### src/rtl/hrhc_pkg.sv
// shared types, constants and keyword tables for the http request header classifier
// no dependencies
`default_nettype none
package hrhc_pkg;

    localparam int OFFSET_BITS_DEF = 16;
    localparam int COUNT_BITS_DEF  = 8;
    localparam int NUM_METHODS     = 7;
    localparam int NUM_HEADERS     = 15;
    localparam int POS_BITS        = 5;
    localparam int MAX_NAME        = 19;
    localparam logic [POS_BITS-1:0] POS_MAX = 5'd31;
    localparam logic [2:0] METHOD_UNSUPPORTED = 3'd7;

    localparam logic [7:0] CH_NL    = 8'h0A;
    localparam logic [7:0] CH_SPACE = 8'h20;
    localparam logic [7:0] CH_COLON = 8'h3A;

    typedef enum logic [1:0] {
        KIND_REQUEST = 2'd0,
        KIND_HEADER  = 2'd1,
        KIND_END     = 2'd2
    } line_kind_t;

    localparam logic [1:0] CODE_FIRST = 2'd0;
    localparam logic [1:0] CODE_SECOND = 2'd1;
    localparam logic [1:0] CODE_NONE  = 2'd2;

    // one classified line, handed from the front to the back part
    typedef struct packed {
        line_kind_t  kind;
        logic [3:0]  code;
        logic [1:0]  scheme;
        logic [1:0]  version;
    } line_res_t;

    typedef logic [MAX_NAME*8-1:0] name_t;

    function automatic logic [7:0] name_char(input name_t s, input logic [4:0] len,
                                             input logic [POS_BITS-1:0] pos);
        logic [7:0] c;
        c = 8'h00;
        for (int i = 0; i < MAX_NAME; i++) begin
            if (pos == POS_BITS'(i) && POS_BITS'(i) < len)
                c = s[(int'(len) - 1 - i)*8 +: 8];
        end
        return c;
    endfunction

    function automatic name_t method_name(input int m);
        name_t r;
        r = '0;
        unique case (m)
            0: r = name_t'("OPTIONS");
            1: r = name_t'("HEAD");
            2: r = name_t'("GET");
            3: r = name_t'("POST");
            4: r = name_t'("PUT");
            5: r = name_t'("PATCH");
            default: r = name_t'("DELETE");
        endcase
        return r;
    endfunction

    function automatic logic [4:0] method_len(input int m);
        logic [4:0] r;
        unique case (m)
            0: r = 5'd7;
            1: r = 5'd4;
            2: r = 5'd3;
            3: r = 5'd4;
            4: r = 5'd3;
            5: r = 5'd5;
            default: r = 5'd6;
        endcase
        return r;
    endfunction

    function automatic name_t header_name(input int m);
        name_t r;
        unique case (m)
            0: r = name_t'("Accept");
            1: r = name_t'("Content-Type");
            2: r = name_t'("Content-Length");
            3: r = name_t'("Last-Modified");
            4: r = name_t'("If-Modified-Since");
            5: r = name_t'("If-Unmodified-Since");
            6: r = name_t'("E-Tag");
            7: r = name_t'("If-Match");
            8: r = name_t'("If-None-Match");
            9: r = name_t'("Accept-Patch");
            10: r = name_t'("Location");
            11: r = name_t'("Date");
            12: r = name_t'("Cache-Control");
            13: r = name_t'("Accept-Encoding");
            default: r = name_t'("Last-Event-Id");
        endcase
        return r;
    endfunction

    function automatic logic [4:0] header_len(input int m);
        logic [4:0] r;
        unique case (m)
            0: r = 5'd6;
            1: r = 5'd12;
            2: r = 5'd14;
            3: r = 5'd13;
            4: r = 5'd17;
            5: r = 5'd19;
            6: r = 5'd5;
            7: r = 5'd8;
            8: r = 5'd13;
            9: r = 5'd12;
            10: r = 5'd8;
            11: r = 5'd4;
            12: r = 5'd13;
            13: r = 5'd15;
            default: r = 5'd13;
        endcase
        return r;
    endfunction

    function automatic logic [7:0] pattern_char(input int k, input logic [2:0] p);
        logic [7:0] r;
        r = 8'h00;
        unique case (k)
            0: if (p < 3'd5) r = 8'("HTTPS" >> (8 * (4 - int'(p))));
            1: if (p < 3'd4) r = 8'("HTTP" >> (8 * (3 - int'(p))));
            2: if (p < 3'd3) r = 8'("1.1" >> (8 * (2 - int'(p))));
            default: if (p < 3'd3) r = 8'("1.0" >> (8 * (2 - int'(p))));
        endcase
        return r;
    endfunction

    function automatic logic [2:0] pattern_len(input int k);
        logic [2:0] r;
        unique case (k)
            0: r = 3'd5;
            1: r = 3'd4;
            default: r = 3'd3;
        endcase
        return r;
    endfunction

endpackage
`default_nettype wire

### src/rtl/hrhc_front.sv
// front part: consumes bytes, tracks line and token state, classifies each line
// depends on hrhc_pkg
`default_nettype none
module hrhc_front
    import hrhc_pkg::*;
#(
    parameter int OFFSET_BITS = OFFSET_BITS_DEF,
    parameter int COUNT_BITS  = COUNT_BITS_DEF
)(
    input  wire logic                   clk,
    input  wire logic                   rst_n,
    input  wire logic                   step,
    input  wire logic [7:0]             data_byte,
    output logic                        emit,
    output line_res_t                   emit_res,
    output logic [OFFSET_BITS-1:0]      emit_offset,
    output logic [COUNT_BITS-1:0]       emit_count
);

    localparam logic [OFFSET_BITS-1:0] OFS_MAX = '1;
    localparam logic [COUNT_BITS-1:0]  CNT_MAX = '1;

    logic                   mode_reg, mode_next;
    logic [1:0]             tok_reg, tok_next;
    logic [POS_BITS-1:0]    pos_reg, pos_next;
    logic [NUM_METHODS-1:0] mcand_reg, mcand_next;
    logic [NUM_HEADERS-1:0] hcand_reg, hcand_next;
    logic                   named_reg, named_next;
    logic [11:0]            prog_reg, prog_next;
    logic [3:0]             found_reg, found_next;
    logic [OFFSET_BITS-1:0] ofs_reg, ofs_next;
    logic [OFFSET_BITS-1:0] url_reg, url_next;
    logic [OFFSET_BITS-1:0] val_reg, val_next;
    logic [COUNT_BITS-1:0]  cnt_reg, cnt_next;
    logic                   empty_reg, empty_next;
    logic [2:0]             mheld_reg, mheld_next;

    logic [2:0]             meth_now;
    logic [NUM_HEADERS-1:0] hmatch, hexact;
    logic [NUM_METHODS-1:0] mmatch;
    logic [3:0]             htype;
    logic [COUNT_BITS-1:0]  cnt_inc;
    logic [OFFSET_BITS-1:0] ofs_p1, ofs_p2;
    logic [11:0]            prog_upd;
    logic [3:0]             found_upd;

    always_comb begin
        meth_now = METHOD_UNSUPPORTED;
        for (int m = NUM_METHODS - 1; m >= 0; m--) begin
            if (mcand_reg[m] && method_len(m) == pos_reg)
                meth_now = 3'(m);
        end
        for (int m = 0; m < NUM_METHODS; m++)
            mmatch[m] = mcand_reg[m] && (pos_reg < method_len(m))
                && (name_char(method_name(m), method_len(m), pos_reg) == data_byte);
        for (int m = 0; m < NUM_HEADERS; m++) begin
            hmatch[m] = hcand_reg[m] && (pos_reg < header_len(m))
                && (name_char(header_name(m), header_len(m), pos_reg) == data_byte);
            hexact[m] = hcand_reg[m] && (header_len(m) == pos_reg);
        end
        htype = 4'd0;
        for (int m = NUM_HEADERS - 1; m >= 0; m--) begin
            if (hcand_reg[m])
                htype = 4'(m);
        end
        prog_upd  = prog_reg;
        found_upd = found_reg;
        for (int k = 0; k < 4; k++) begin
            logic [2:0] p;
            p = prog_reg[3*k +: 3];
            if (!found_reg[k]) begin
                if (pattern_char(k, p) == data_byte)
                    p = p + 3'd1;
                else
                    p = (pattern_char(k, 3'd0) == data_byte) ? 3'd1 : 3'd0;
                if (p >= pattern_len(k)) begin
                    found_upd[k] = 1'b1;
                    p = 3'd0;
                end
                prog_upd[3*k +: 3] = p;
            end
        end
    end

    assign cnt_inc = (cnt_reg == CNT_MAX) ? CNT_MAX : cnt_reg + 1'b1;
    assign ofs_p1  = (ofs_reg == OFS_MAX) ? OFS_MAX : ofs_reg + 1'b1;
    assign ofs_p2  = (ofs_reg >= OFS_MAX - 1'b1) ? OFS_MAX : ofs_reg + 2'd2;

    always_comb begin
        mode_next  = mode_reg;
        tok_next   = tok_reg;
        pos_next   = pos_reg;
        mcand_next = mcand_reg;
        hcand_next = hcand_reg;
        named_next = named_reg;
        prog_next  = prog_reg;
        found_next = found_reg;
        ofs_next   = ofs_p1;
        url_next   = url_reg;
        val_next   = val_reg;
        cnt_next   = cnt_reg;
        empty_next = empty_reg;
        mheld_next = mheld_reg;
        emit         = 1'b0;
        emit_res     = '{kind: KIND_REQUEST, code: 4'd0, scheme: CODE_FIRST,
                         version: CODE_FIRST};
        emit_offset  = '0;
        emit_count   = cnt_reg;
        if (data_byte == CH_NL) begin
            pos_next   = '0;
            hcand_next = '1;
            named_next = 1'b0;
            empty_next = 1'b1;
            if (!mode_reg) begin
                emit = 1'b1;
                emit_res.code = {1'b0, (tok_reg == 2'd0) ? meth_now : mheld_reg};
                emit_res.scheme  = found_reg[0] ? CODE_FIRST
                                 : (found_reg[1] ? CODE_SECOND : CODE_NONE);
                emit_res.version = found_reg[2] ? CODE_FIRST
                                 : (found_reg[3] ? CODE_SECOND : CODE_NONE);
                emit_offset = (tok_reg != 2'd0) ? url_reg : '0;
                mode_next = 1'b1;
            end else if (empty_reg) begin
                // blank line closes the request and rearms everything
                emit = 1'b1;
                emit_res.kind = KIND_END;
                mode_next  = 1'b0;
                tok_next   = '0;
                mcand_next = '1;
                prog_next  = '0;
                found_next = '0;
                ofs_next   = '0;
                url_next   = '0;
                val_next   = '0;
                cnt_next   = '0;
                mheld_next = METHOD_UNSUPPORTED;
            end else if (named_reg && hcand_reg != '0) begin
                emit = 1'b1;
                emit_res.kind = KIND_HEADER;
                emit_res.code = htype;
                emit_offset   = val_reg;
                emit_count    = cnt_inc;
                cnt_next      = cnt_inc;
            end
        end else begin
            empty_next = 1'b0;
            if (!mode_reg) begin
                if (data_byte == CH_SPACE) begin
                    if (tok_reg == 2'd0) begin
                        mheld_next = meth_now;
                        url_next   = ofs_p1;
                    end else if (tok_reg == 2'd1) begin
                        prog_next  = '0;
                        found_next = '0;
                    end
                    if (tok_reg != 2'd3)
                        tok_next = tok_reg + 2'd1;
                end else if (tok_reg == 2'd0) begin
                    mcand_next = mmatch;
                    if (pos_reg != POS_MAX)
                        pos_next = pos_reg + 1'b1;
                end else if (tok_reg == 2'd2) begin
                    prog_next  = prog_upd;
                    found_next = found_upd;
                end
            end else if (!named_reg) begin
                if (data_byte == CH_COLON) begin
                    hcand_next = hexact;
                    val_next   = ofs_p2;
                    named_next = 1'b1;
                end else begin
                    hcand_next = hmatch;
                    if (pos_reg != POS_MAX)
                        pos_next = pos_reg + 1'b1;
                end
            end
        end
    end

    always_ff @(posedge clk or negedge rst_n) begin
        if (!rst_n) begin
            mode_reg  <= 1'b0;
            tok_reg   <= '0;
            pos_reg   <= '0;
            mcand_reg <= '1;
            hcand_reg <= '1;
            named_reg <= 1'b0;
            prog_reg  <= '0;
            found_reg <= '0;
            ofs_reg   <= '0;
            url_reg   <= '0;
            val_reg   <= '0;
            cnt_reg   <= '0;
            empty_reg <= 1'b1;
            mheld_reg <= METHOD_UNSUPPORTED;
        end else if (step) begin
            mode_reg  <= mode_next;
            tok_reg   <= tok_next;
            pos_reg   <= pos_next;
            mcand_reg <= mcand_next;
            hcand_reg <= hcand_next;
            named_reg <= named_next;
            prog_reg  <= prog_next;
            found_reg <= found_next;
            ofs_reg   <= ofs_next;
            url_reg   <= url_next;
            val_reg   <= val_next;
            cnt_reg   <= cnt_next;
            empty_reg <= empty_next;
            mheld_reg <= mheld_next;
        end
    end

endmodule
`default_nettype wire

### src/rtl/hrhc_queue.sv
// two-entry result queue between the front and back parts
// depends on hrhc_pkg
`default_nettype none
module hrhc_queue
    import hrhc_pkg::*;
#(
    parameter int WIDTH = 8
)(
    input  wire logic             clk,
    input  wire logic             rst_n,
    input  wire logic             push,
    input  wire logic [WIDTH-1:0] push_data,
    output logic                  full,
    input  wire logic             pop,
    output logic                  not_empty,
    output logic [WIDTH-1:0]      head
);

    logic [WIDTH-1:0] slot_reg [2];
    logic             wptr_reg, wptr_next;
    logic             rptr_reg, rptr_next;
    logic [1:0]       used_reg, used_next;

    assign full      = used_reg == 2'd2;
    assign not_empty = used_reg != 2'd0;
    assign head      = slot_reg[rptr_reg];

    always_comb begin
        wptr_next = wptr_reg ^ push;
        rptr_next = rptr_reg ^ pop;
        used_next = used_reg + {1'b0, push} - {1'b0, pop};
    end

    always_ff @(posedge clk) begin
        if (push)
            slot_reg[wptr_reg] <= push_data;
    end

    always_ff @(posedge clk or negedge rst_n) begin
        if (!rst_n) begin
            wptr_reg <= 1'b0;
            rptr_reg <= 1'b0;
            used_reg <= 2'd0;
        end else begin
            wptr_reg <= wptr_next;
            rptr_reg <= rptr_next;
            used_reg <= used_next;
        end
    end

endmodule
`default_nettype wire

### src/rtl/hrhc_back.sv
// back part: output register that presents queued results on the output channel
// depends on hrhc_pkg
`default_nettype none
module hrhc_back
    import hrhc_pkg::*;
#(
    parameter int WIDTH = 8
)(
    input  wire logic             clk,
    input  wire logic             rst_n,
    input  wire logic             q_not_empty,
    input  wire logic [WIDTH-1:0] q_head,
    output logic                  q_pop,
    output logic                  out_valid,
    input  wire logic             out_ready,
    output logic [WIDTH-1:0]      out_data
);

    logic             valid_reg, valid_next;
    logic [WIDTH-1:0] data_reg;

    assign q_pop      = q_not_empty && (!valid_reg || out_ready);
    assign valid_next = q_pop || (valid_reg && !out_ready);
    assign out_valid  = valid_reg;
    assign out_data   = data_reg;

    always_ff @(posedge clk) begin
        if (q_pop)
            data_reg <= q_head;
    end

    always_ff @(posedge clk or negedge rst_n) begin
        if (!rst_n)
            valid_reg <= 1'b0;
        else
            valid_reg <= valid_next;
    end

endmodule
`default_nettype wire

### src/rtl/http_request_header_classifier.sv
// top level of the http request header classifier
// depends on hrhc_pkg, hrhc_front, hrhc_queue, hrhc_back
`default_nettype none
// Takes one byte of request text per cycle when in_ready is high. Each newline
// closes a line: the request line gives method, scheme, version and URL offset,
// a recognized header gives its type and value offset, a blank line gives the
// header count and rearms for the next request. Classification is done
// combinationally by parallel keyword candidate masks; results go through a
// two-entry queue and an output register, so one byte per cycle is sustained
// and input stalls only when that queue is full, which follows a held output.
module http_request_header_classifier
    import hrhc_pkg::*;
#(
    parameter int OFFSET_BITS = OFFSET_BITS_DEF,
    parameter int COUNT_BITS  = COUNT_BITS_DEF
)(
    input  wire logic        clk,
    input  wire logic        rst_n,
    input  wire logic        in_valid,
    output logic             in_ready,
    input  wire logic [7:0]  data_byte,
    output logic             out_valid,
    input  wire logic        out_ready,
    output logic [1:0]       line_kind,
    output logic [3:0]       kind_code,
    output logic [1:0]       scheme_code,
    output logic [1:0]       version_code,
    output logic [OFFSET_BITS-1:0] field_offset,
    output logic [COUNT_BITS-1:0]  header_count
);

    localparam int RES_W = $bits(line_res_t) + OFFSET_BITS + COUNT_BITS;

    logic                   step, emit, q_full, q_ne, q_pop;
    line_res_t              emit_res, out_res;
    logic [OFFSET_BITS-1:0] emit_offset;
    logic [COUNT_BITS-1:0]  emit_count;
    logic [RES_W-1:0]       q_head, out_data;

    assign in_ready = !q_full;
    assign step     = in_valid && in_ready;

    hrhc_front #(.OFFSET_BITS(OFFSET_BITS), .COUNT_BITS(COUNT_BITS)) u_front (
        .clk(clk), .rst_n(rst_n), .step(step), .data_byte(data_byte),
        .emit(emit), .emit_res(emit_res), .emit_offset(emit_offset),
        .emit_count(emit_count)
    );

    hrhc_queue #(.WIDTH(RES_W)) u_queue (
        .clk(clk), .rst_n(rst_n), .push(step && emit),
        .push_data({emit_res, emit_offset, emit_count}), .full(q_full),
        .pop(q_pop), .not_empty(q_ne), .head(q_head)
    );

    hrhc_back #(.WIDTH(RES_W)) u_back (
        .clk(clk), .rst_n(rst_n), .q_not_empty(q_ne), .q_head(q_head),
        .q_pop(q_pop), .out_valid(out_valid), .out_ready(out_ready),
        .out_data(out_data)
    );

    assign {out_res, field_offset, header_count} = out_data;
    assign line_kind    = out_res.kind;
    assign kind_code    = out_res.code;
    assign scheme_code  = out_res.scheme;
    assign version_code = out_res.version;

    // no push into a full queue
    assert property (@(posedge clk) disable iff (!rst_n) q_full |-> !(step && emit))
        else $error("push into full queue");
    // pop only when there is a queued result
    assert property (@(posedge clk) disable iff (!rst_n) q_pop |-> q_ne)
        else $error("pop from empty queue");
    // a held output result stays unchanged
    assert property (@(posedge clk) disable iff (!rst_n)
        (out_valid && !out_ready) |=> (out_valid && $stable(out_data)))
        else $error("output changed while stalled");

endmodule
`default_nettype wire
### config.mk
export PLATFORM = sky130hd
export DESIGN_NAME = http_request_header_classifier
export DESIGN_NICKNAME = d
export VERILOG_FILES = /design/src/rtl/hrhc_pkg.sv /design/src/rtl/hrhc_front.sv /design/src/rtl/hrhc_queue.sv /design/src/rtl/hrhc_back.sv /design/src/rtl/http_request_header_classifier.sv
export SDC_FILE = /design/constraint.sdc
export NUM_CORES = 1
export LEC_CHECK = 0
export ABC_AREA = 1
export BUFFER_PORTS_ARGS = -buffer_cell sky130_fd_sc_hd__clkbuf_2
export CAP_MARGIN = 10
export CORE_AREA = 2 2 201 203
export CTS_CLUSTER_DIAMETER = 200
export DETAILED_ROUTE_END_ITERATION = 12
export DIE_AREA = 0 0 203 205
export PLACE_DENSITY_LB_ADDON = 0.12
export SYNTH_ARGS = -nofsm -noshare
export SYNTH_HDL_FRONTEND = slang
export SYNTH_SLANG_ARGS = --single-unit
export TNS_END_PERCENT = 10
### constraint.sdc
create_clock -name clk -period 6.9 [get_ports clk]
set_input_delay 1.38 -clock clk [delete_from_list [all_inputs] [get_ports clk]]
set_output_delay 1.38 -clock clk [all_outputs]
set_load 0.01 [all_outputs]
==> run_results.csv, run 1 <==
group,metric,value,unit
outcome,outcome,"completed",
clock_tree,clkSinkCount,214,
sta,fin_skew,0.0217,ns
sta,maxSlewHeadroom,27.5,%
grt,grt.busiest_layer,"met2",
logic_synthesis,ys_seq_area_share,43.3,%
logic_synthesis,avgSynthCellArea,7.56,sq um
setup_path,worstReg2RegEnd,"u_front.hcand_reg[2]",
setup_path,worstPathCellList,"clkbuf_2 -> inv_1 -> nor3_2 -> nand2_2 -> ha_1 -> nor3_1 -> nand2_1 -> nor2_1 -> inv_1 -> a21oi_2 -> nand3_1 -> o31ai_1",
setup_path,end_kind,"flip-flop",
logic_synthesis,yosys_warnings,0,
clock_tree,clk_pin_slew,0.06,ns
clock_tree,cts_setup_buffers,0,
logic_synthesis,synthCells,1800,
grt,grt_pass1_wl,72800,um
clock_tree,post_cts_resize_count,0,
power,p_per_area,381,mW/mm^2
route,wl_per_cell,20.0,um
route,route.detailed.drc,0,
clock_tree,postCtsHoldBufs,0,
logic_synthesis,synth_edf_count,102,
sta,final_hold_viol_count,0,
logic_synthesis,synth_common_cells,"nand2_1, inv_1, nor2_1",
logic_synthesis,synth.distinct_cells,57,
placement,dpl.hpwl,34900,um
logic_synthesis,synth_compound_area_share,13.3,%
grt,grtUsageMet1,31.5,%
sta,fin_crit_sh,63.8,%
grt,grt_pass1_vias,12056,
setup_path,critPathMaxStageDelay,0.54,ns
logic_synthesis,ys_ff_latch,214,
floorplanning,initial_utilization,34.6,%
cells_and_area,syn2layout_area_growth,11.2,%
route,first_pass_iters,6,
logic_synthesis,synth.area.mux_share,0.0827,%
setup_path,start_kind,"primary input",
sta,worst_pin_slew,1.08,ns
setup_path,cp.arrival,4.82,ns
floorplanning,core,0.0394,sq mm
setup_path,path_buf_inv,3,
setup_path,r2r_start,"u_front.pos_reg[0]",
sta,period_minus_slack,4.40,ns
clock_tree,cts_tree,"done",
logic_synthesis,ys_async_sr_fraction,52.3,%
sta,slew_viol_final,0,
route,antenna_left,0,
setup_path,path_class,"primary input to flip-flop",
grt,grtUsageTotal,22.9,%
floorplanning,dieWidth,203,um
logic_synthesis,synth_top_family_by_area,"simple AND/OR/NAND/NOR gates",
grt,met2_usage,36.2,%
sta,fmax,227,MHz
sta,finalSetupViolCount,0,
placement,port_buffers,47,
worst_hold_path,min_from,"u_front.mcand_reg[5]",
grt,grt_antenna_before_repair,0,
worst_hold_path,whs_path_depth,2,
grt,grt_overflow,0,
clock_tree,htree_levels,1,
logic_synthesis,synth_ff_type,"edfxtp_1",
floorplanning,io_pins,48,
floorplanning,std_cell_rows,73,
cells_and_area,drive_above_1_share,10.7,%
floorplanning,die_area,0.0416,sq mm
logic_synthesis,synth_top_area_share,22.5,%
cells_and_area,largest_register_ffs,68,
route,vias,12492,
cells_and_area,diodes,0,
clock_tree,numCtsBuffers,25,
logic_synthesis,synth_xor_area_share,4.83,%
floorplanning,die_y,205,um
logic_synthesis,synth_area,0.0136,sq mm
setup_path,cp_slowest_cell,"inv_1",
sta,rsz0062_at_grt,"false",
setup_path,cp_common_cell,"inv_1",
clock_tree,clkLatencyLatePin,0.53,ns
grt,grt_max_degree,70,
logic_synthesis,synthTopCellsByArea,"edfxtp_1, dfrtp_1, nand2_1, dfstp_2, inv_1",
clock_tree,clock_tree.buffer_depth,3,
sta,final.setup.tns,0,ns
logic_synthesis,yosysTopAreaCell,"edfxtp_1",
run,drv_cap,0,
logic_synthesis,syn-num-nets,1837,
logic_synthesis,synth_fa_ha_area_share,2.30,%
clock_tree,cts_root_buf,"clkbuf_16",
worst_hold_path,hp-class,"flip-flop to flip-flop",
setup_path,cp_max_fo,22,
setup_path,reg2reg_depth,17,
grt,grtUsageMet3,2.43,%
cells_and_area,nNetsFinal,1859,
power,peakVddDrop,0.171,mV
power,leakage,7.01,nW
worst_hold_path,holdPathEnd,"u_front.mcand_reg[5]",
logic_synthesis,yosys.area_share.simple,28.5,%
logic_synthesis,synthMostInstantiatedCell,"nand2_1",
sta,whs,0.458,ns
route,drt_iter0_drc,1078,
setup_path,crit_family,"simple AND/OR/NAND/NOR gates",
setup_path,cp.required,7.32,ns
placement,gp_congestion,0.950,
route,routed_wl,47300,um
setup_path,reg2reg_slack,3.20,ns
route,routed_via_density,5.28,
-- through the flow --
| step | cells | power, W | worst slack [ns] | utilization [%] | instance area, sq um |
|---|---|---|---|---|---|
| floorplan | 1800 | 0.00356 | 3.04 | - | 13600 |
| global placement | 2320 | 0.00448 | 2.12 | 36.4 | 14300 |
| detailed placement | 2320 | 0.00444 | 1.98 | 36.4 | 14300 |
| CTS | 2366 | 0.00578 | 2.54 | 38.5 | 15100 |
| global route | 2366 | 0.00617 | 2.17 | 38.5 | 15100 |
| finish | 2366 | 0.00577 | 2.50 | 38.5 | 15100 |
-- tightest hold or removal path, cell delays in order, from the launching register on --
cell,delay [ns]
dfstp_2,0.36
nand2_1,0.05
nand2_1,0.04
-- worst max path at each step --
stage	start	cells past startpoint	to
4_1_cts	data_byte[5]	11	u_front.val_reg[3]
2_1_floorplan	data_byte[6]	10	u_queue.slot_reg[1][0]
5_1_grt	data_byte[1]	12	u_front.prog_reg[1]
3_5_place_dp	data_byte[5]	11	u_front.val_reg[3]
3_3_place_gp	data_byte[5]	11	u_front.val_reg[14]
6_report	data_byte[1]	12	u_front.prog_reg[7]
-- metal layers --
metal,vias to the layer above,share of wire [%],wire length [um]
li1,6066,-,-
met3,108,5.1,2390
met2,412,45,21100
met5,-,0,0
met1,5906,45,21500
met4,0,5.0,2340
-- report_power, final --
| group | internal (W) | switching [W] |
|---|---|---|
| clock | 0.000772 | 0.000533 |
| combinational | 0.000801 | 0.00192 |
| sequential | 0.00159 | 0.000156 |
-- cell families (layout without fill, tap and decap cells) --
logic type	Yosys count	count (layout)
simple gates	898	898
compound gates	319	319
buf+inv	268	309
flops	214	214
xor+xnor	75	75
fa+ha+maj	25	25
mux	1	1
-- layout make-up --
class	count	area [sq um]
inverters	204	766
well taps	525	657
repair buffers	59	328
multi-input cells	1318	6670
flip-flops and latches	214	5900
fillers	4170	24200
clock buffers	34	718
clock inverters	12	103
-- placed cells by master (no fill, tap or decap), types with 11 or more instances in the layout --
cell type  Yosys  routed
a21oi_1       88      88
buf_4          5      13
clkbuf_16      0      26
clkbuf_2       0      46
dfrtp_1       86      86
dfstp_2       26      26
edfxtp_1     102     102
ha_1          25      25
inv_1        178     178
inv_2         24      24
nand2_1      479     479
nand2_2       11      11
nand3_1      107     107
nand4_1       33      33
nor2_1       177     177
nor2_2        12      12
nor3_1        41      40
nor4_1        13      13
o21ai_0      104     104
o21ai_1       28      28
o22ai_1       49      49
xor2_1        72      72
(Power assumes the default switching activity.)
==> run 2, diff against run 1 <==
==> constraint.sdc (replaced) <==
create_clock -name clk -period 4.1 [get_ports clk]
set_input_delay 0.82 -clock clk [delete_from_list [all_inputs] [get_ports clk]]
set_output_delay 0.82 -clock clk [all_outputs]
set_load 0.01 [all_outputs]
==> run 2 against run 1 <==
Non-clock buffer count grew 32. Die area is the same. Largest power group unchanged. Sequential power grew 68%. Flip-flop and latch count is the same.
==> run_results.csv, run 2 (same netlist as run 1, synthesis figures left out) <==
group,metric,value,unit
clock_tree,clk_pin_slew,0.06,ns
route,routed_wl,43900,um
power,p_per_area,618,mW/mm^2
floorplanning,initial_utilization,34.6,%
setup_path,r2r_start,"u_front.pos_reg[1]",
clock_tree,cts_root_buf,"clkbuf_16",
placement,dpl.hpwl,32700,um
clock_tree,clock_tree.buffer_depth,3,
cells_and_area,largest_register_ffs,68,
setup_path,critPathMaxStageDelay,0.61,ns
floorplanning,io_pins,48,
setup_path,cp_common_cell,"nand2_1",
grt,grt_pass1_wl,69500,um
clock_tree,htree_levels,1,
floorplanning,std_cell_rows,73,
clock_tree,clkLatencyLatePin,0.53,ns
grt,grt_pass1_vias,12174,
cells_and_area,drive_above_1_share,11.8,%
cells_and_area,final_cell_mix,"nand2_1, inv_1, nor2_1",
setup_path,cp_max_fo,9,
setup_path,worstPathCellList,"inv_1 -> ha_1 -> inv_2 -> nor2_2 -> nand3_2 -> nand2_1 -> xor2_1 -> nand3_1 -> o41ai_1 -> buf_4 -> nand2_1 -> nand2_1",
route,vias,12601,
route,drt_iter0_drc,1056,
route,wl_per_cell,18.3,um
clock_tree,cts_setup_buffers,0,
sta,maxSlewHeadroom,29.9,%
cells_and_area,diodes,0,
placement,port_buffers,47,
setup_path,cp_slowest_cell,"o41ai_1",
grt,grt_antenna_before_repair,0,
grt,grt_overflow,0,
route,antenna_left,0,
setup_path,crit_family,"simple AND/OR/NAND/NOR gates",
floorplanning,dieWidth,203,um
setup_path,cp.required,4.56,ns
cells_and_area,final_common_cell,"nand2_1",
outcome,outcome,"completed",
clock_tree,post_cts_resize_count,0,
route,routed_via_density,5.26,
sta,fin_crit_sh,83.9,%
clock_tree,numCtsBuffers,24,
grt,grtUsageTotal,21.2,%
cells_and_area,syn2layout_area_growth,12.7,%
clock_tree,clkSinkCount,214,
clock_tree,postCtsHoldBufs,0,
sta,worst_pin_slew,1.04,ns
power,peakVddDrop,0.266,mV
sta,fmax,291,MHz
floorplanning,die_area,0.0416,sq mm
sta,final_hold_viol_count,0,
sta,period_minus_slack,3.44,ns
setup_path,end_kind,"flip-flop",
grt,grt_max_degree,63,
sta,slew_viol_final,0,
cells_and_area,nNetsFinal,1890,
setup_path,path_class,"flip-flop to flip-flop",
setup_path,crit_start,"u_front.pos_reg[1]",
sta,fin_skew,0.0132,ns
setup_path,path_buf_inv,3,
run,drv_cap,0,
sta,finalSetupViolCount,0,
floorplanning,core,0.0394,sq mm
route,route.detailed.drc,0,
sta,final.setup.tns,0,ns
route,first_pass_iters,8,
power,total_power,0.00948,W
placement,gp_congestion,0.991,
sta,rsz0062_at_grt,"false",
setup_path,start_kind,"flip-flop",
floorplanning,die_y,205,um
setup_path,cp.arrival,3.90,ns
worst_hold_path,hp-class,"primary input to asynchronous set/reset pin",
power,leakage,7.13,nW
clock_tree,cts_tree,"done",
run 2: stage by stage:
step	instances	setup WS [ns]	instance area [sq um]	hold slack [ns]	utilization (%)
floorplan	1800	0.796	13600	0.442	-
global placement	2352	0.645	14600	0.453	37.0
detailed placement	2352	0.599	14600	0.450	37.0
CTS	2395	0.787	15300	0.438	39.0
global route	2395	0.569	15300	0.475	39.0
finish	2395	0.661	15300	0.423	39.0
run 2: cell type report:
class,count,area [sq um]
fillers,4128,24000
multi-input cells,1318,6670
flip-flops and latches,214,5900
inverters,204,766
well taps,525,657
clock buffers,29,629
repair buffers,91,581
clock inverters,14,136
run 2: final timing paths:
path | end | slack [ns] | depth (start not counted)
worst max-delay path | u_front.hcand_reg[11] | 0.66 | 12
worst min-delay path | u_front.prog_reg[5] | 0.42 | 1
worst max register to register | u_front.hcand_reg[11] | 0.66 | 12
worst min register to register | u_front.hcand_reg[11] | 0.46 | 2
max in group asynchronous | u_front.hcand_reg[11] | 2.87 | 2
min in group clk | u_front.hcand_reg[11] | 0.46 | 2
run 2: report_power, final:
part,total (W),internal (W),switching [W]
Clock,0.00208,0.00122,0.000859
Combinational,0.00447,0.00140,0.00307
Sequential,0.00293,0.00267,0.000258
Total,0.00948,0.00529,0.00419
run 2: routing by layer:
layer  up-vias  wire, um  global-route usage [%]
li1       6128         -                       -
met1      5883     19500                    28.3
met2       479     19800                    34.8
met3       111      2870                    3.07
met4         0      1650                    8.19
met5         -         0                       0
==> run 3, diff against run 2 <==
==> constraint.sdc (replaced) <==
create_clock -name clk -period 3.2 [get_ports clk]
set_input_delay 0.64 -clock clk [delete_from_list [all_inputs] [get_ports clk]]
set_output_delay 0.64 -clock clk [all_outputs]
set_load 0.01 [all_outputs]
==> run 3 against run 2 <==
Global-route usage is 1.0 points higher. Core utilization is 0.98 points higher. Critical endpoint is now u_front.hcand_reg[12]. Clock power grew 33%. Largest cell class unchanged. Sequential power grew 28%. Combinational power grew 34%. Hold slack lost 0.35 ns. Power up 32%. Critical path type unchanged.
==> run_results.csv, run 3 (same netlist as run 1, synthesis figures left out) <==
group,metric,value,unit
grt,grt_overflow,0,
sta,worst_pin_slew,0.902,ns
setup_path,cp_max_fo,10,
cells_and_area,final_cell_mix,"nand2_1, inv_1, nor2_1",
sta,fin_ws,0.147,ns
clock_tree,numCtsBuffers,24,
power,internal_power,0.00701,W
power,peakVddDrop,0.295,mV
setup_path,reg2reg_depth,14,
sta,fmax,328,MHz
clock_tree,cts_setup_buffers,0,
route,routed_wl,45700,um
setup_path,crit_start,"u_front.pos_reg[1]",
route,antenna_left,0,
power,p_seq_share,30.0,%
cells_and_area,fin_area,0.0157,sq mm
setup_path,r2r_start,"u_front.pos_reg[1]",
setup_path,cp.arrival,3.50,ns
setup_path,cp_slowest_cell,"dfrtp_1",
clock_tree,clkSinkCount,214,
power,p_per_area,795,mW/mm^2
clock_tree,htree_levels,1,
route,vias,12824,
clock_tree,clk_pin_slew,0.06,ns
clock_tree,cts_root_buf,"clkbuf_16",
setup_path,start_kind,"flip-flop",
floorplanning,die_y,205,um
power,switching_power,0.00548,W
setup_path,path_class,"flip-flop to flip-flop",
power,leakage,7.34,nW
power,comb_power_share,47.8,%
floorplanning,dieWidth,203,um
setup_path,critPathMaxStageDelay,0.46,ns
cells_and_area,largest_register_ffs,68,
clock_tree,clock_tree.buffer_depth,3,
floorplanning,std_cell_rows,73,
setup_path,cp_common_cell,"nand2_1",
power,sw_frac_of_total,43.9,%
setup_path,end_kind,"flip-flop",
cells_and_area,nNetsFinal,1927,
cells_and_area,syn2layout_area_growth,15.5,%
sta,slew_viol_final,0,
sta,maxSlewHeadroom,39.4,%
floorplanning,io_pins,48,
route,drt_iter0_drc,1107,
grt,grtUsageTotal,22.2,%
floorplanning,initial_utilization,34.6,%
floorplanning,core,0.0394,sq mm
setup_path,cp.required,3.65,ns
cells_and_area,diodes,0,
grt,grt_max_degree,71,
sta,period_minus_slack,3.05,ns
placement,port_buffers,47,
grt,grt_pass1_wl,72300,um
power,p_clk_share,22.2,%
route,routed_via_density,5.27,
worst_hold_path,hp-class,"primary input to asynchronous set/reset pin",
outcome,outcome,"completed",
clock_tree,clkLatencyLatePin,0.52,ns
cells_and_area,drive_above_1_share,14.2,%
clock_tree,cts_tree,"done",
placement,dpl.hpwl,34300,um
route,route.detailed.drc,0,
cells_and_area,fin_util,39.9,%
sta,final_hold_viol_count,0,
sta,finalSetupViolCount,0,
setup_path,reg2reg_slack,0.15,ns
route,wl_per_cell,18.8,um
sta,fin_skew,0.0104,ns
setup_path,worstPathCellList,"inv_1 -> ha_2 -> inv_2 -> nor2_2 -> nand2_2 -> nand2_2 -> nor2_1 -> nand3_1 -> xor2_1 -> nor3_1 -> nand4_1 -> nand2_1 -> nand2_1 -> nand2_1",
setup_path,worstReg2RegEnd,"u_front.hcand_reg[12]",
placement,place_ws,0.0641,ns
placement,dpl_cell_area,0.0149,sq mm
sta,fin_crit_sh,95.4,%
run,drv_cap,0,
grt,grt_pass1_vias,12426,
grt,grt_antenna_before_repair,0,
sta,rsz0062_at_grt,"true",
cells_and_area,final_common_cell,"nand2_1",
route,first_pass_iters,5,
placement,gp_congestion,1.01,
floorplanning,die_area,0.0416,sq mm
## run 3: cell count changes in the layout (fill, tap and decap cells not counted), sizes merged
cell	before	now
clkinv	12	9
buf	45	82
clkinvlp	2	1
inv	202	204
clkbuf	75	78
## run 3: repair_timing
item / CTS / global route
hold buffers: 0 / 0
hold endpoints to repair: 0 / 0
endpoints found under the setup margin: 0 / 11
resized for setup: 0 / 14
## run 3: worst max-delay path: cells and delay by family, from the launching register on
kind	cells	cell delay, ns
DFF	1	0.46
xor gates and xnor gates	1	0.16
and+or+nand+nor	10	1.87
buffers and inverters	2	0.23
adders and majority gates	1	0.26
## run 3: stage by stage
stage          hold slack [ns]  power, W  instances  TNS [ns]
2_1_floorplan            0.344   0.00769       1800         0
3_3_place_gp             0.450   0.00966       2389         0
3_5_place_dp             0.453   0.00964       2389         0
4_1_cts                 0.0868    0.0125       2433         0
5_1_grt                 0.0947    0.0134       2433  -0.00433
6_report                0.0752    0.0125       2433         0
## run 3: worst max-delay path by stage
stage / endpoint / slack [ns] / depth (start not counted)
finish: u_front.hcand_reg[12] / 0.15 / 14
CTS: u_front.hcand_reg[12] / 0.04 / 14
global placement: u_front.hcand_reg[5] / 0.01 / 17
floorplan: u_queue.slot_reg[1][0] / 0.08 / 10
global route: u_front.hcand_reg[14] / -0.004 / 16
detailed placement: u_front.hcand_reg[12] / 0.06 / 14
## run 3: layout make-up
class | instances | area, sq um
repair buffers | 128 | 883
clock inverters | 12 | 121
flip-flops and latches | 214 | 5900
multi-input cells | 1318 | 6710
inverters | 204 | 766
well taps | 525 | 657
clock buffers | 32 | 682
fillers | 4139 | 23600
## run 3: routing by layer
| metal | global-route usage [%] | routed length (um) | vias to the layer above |
|---|---|---|---|
| li1 | - | - | 6198 |
| met1 | 30.1 | 20800 | 6081 |
| met2 | 36.3 | 20400 | 433 |
| met3 | 2.66 | 2660 | 112 |
| met4 | 8.84 | 1840 | 0 |
| met5 | 0 | 0 | - |
## run 3: power groups by stage
stage               clock network [W]  logic (W)  registers [W]
global placement                    0    0.00587        0.00379
global route                  0.00298    0.00665        0.00380
floorplan                           0    0.00390        0.00379
finish                        0.00277    0.00597        0.00374
detailed placement                  0    0.00585        0.00379
CTS                           0.00285    0.00588        0.00374
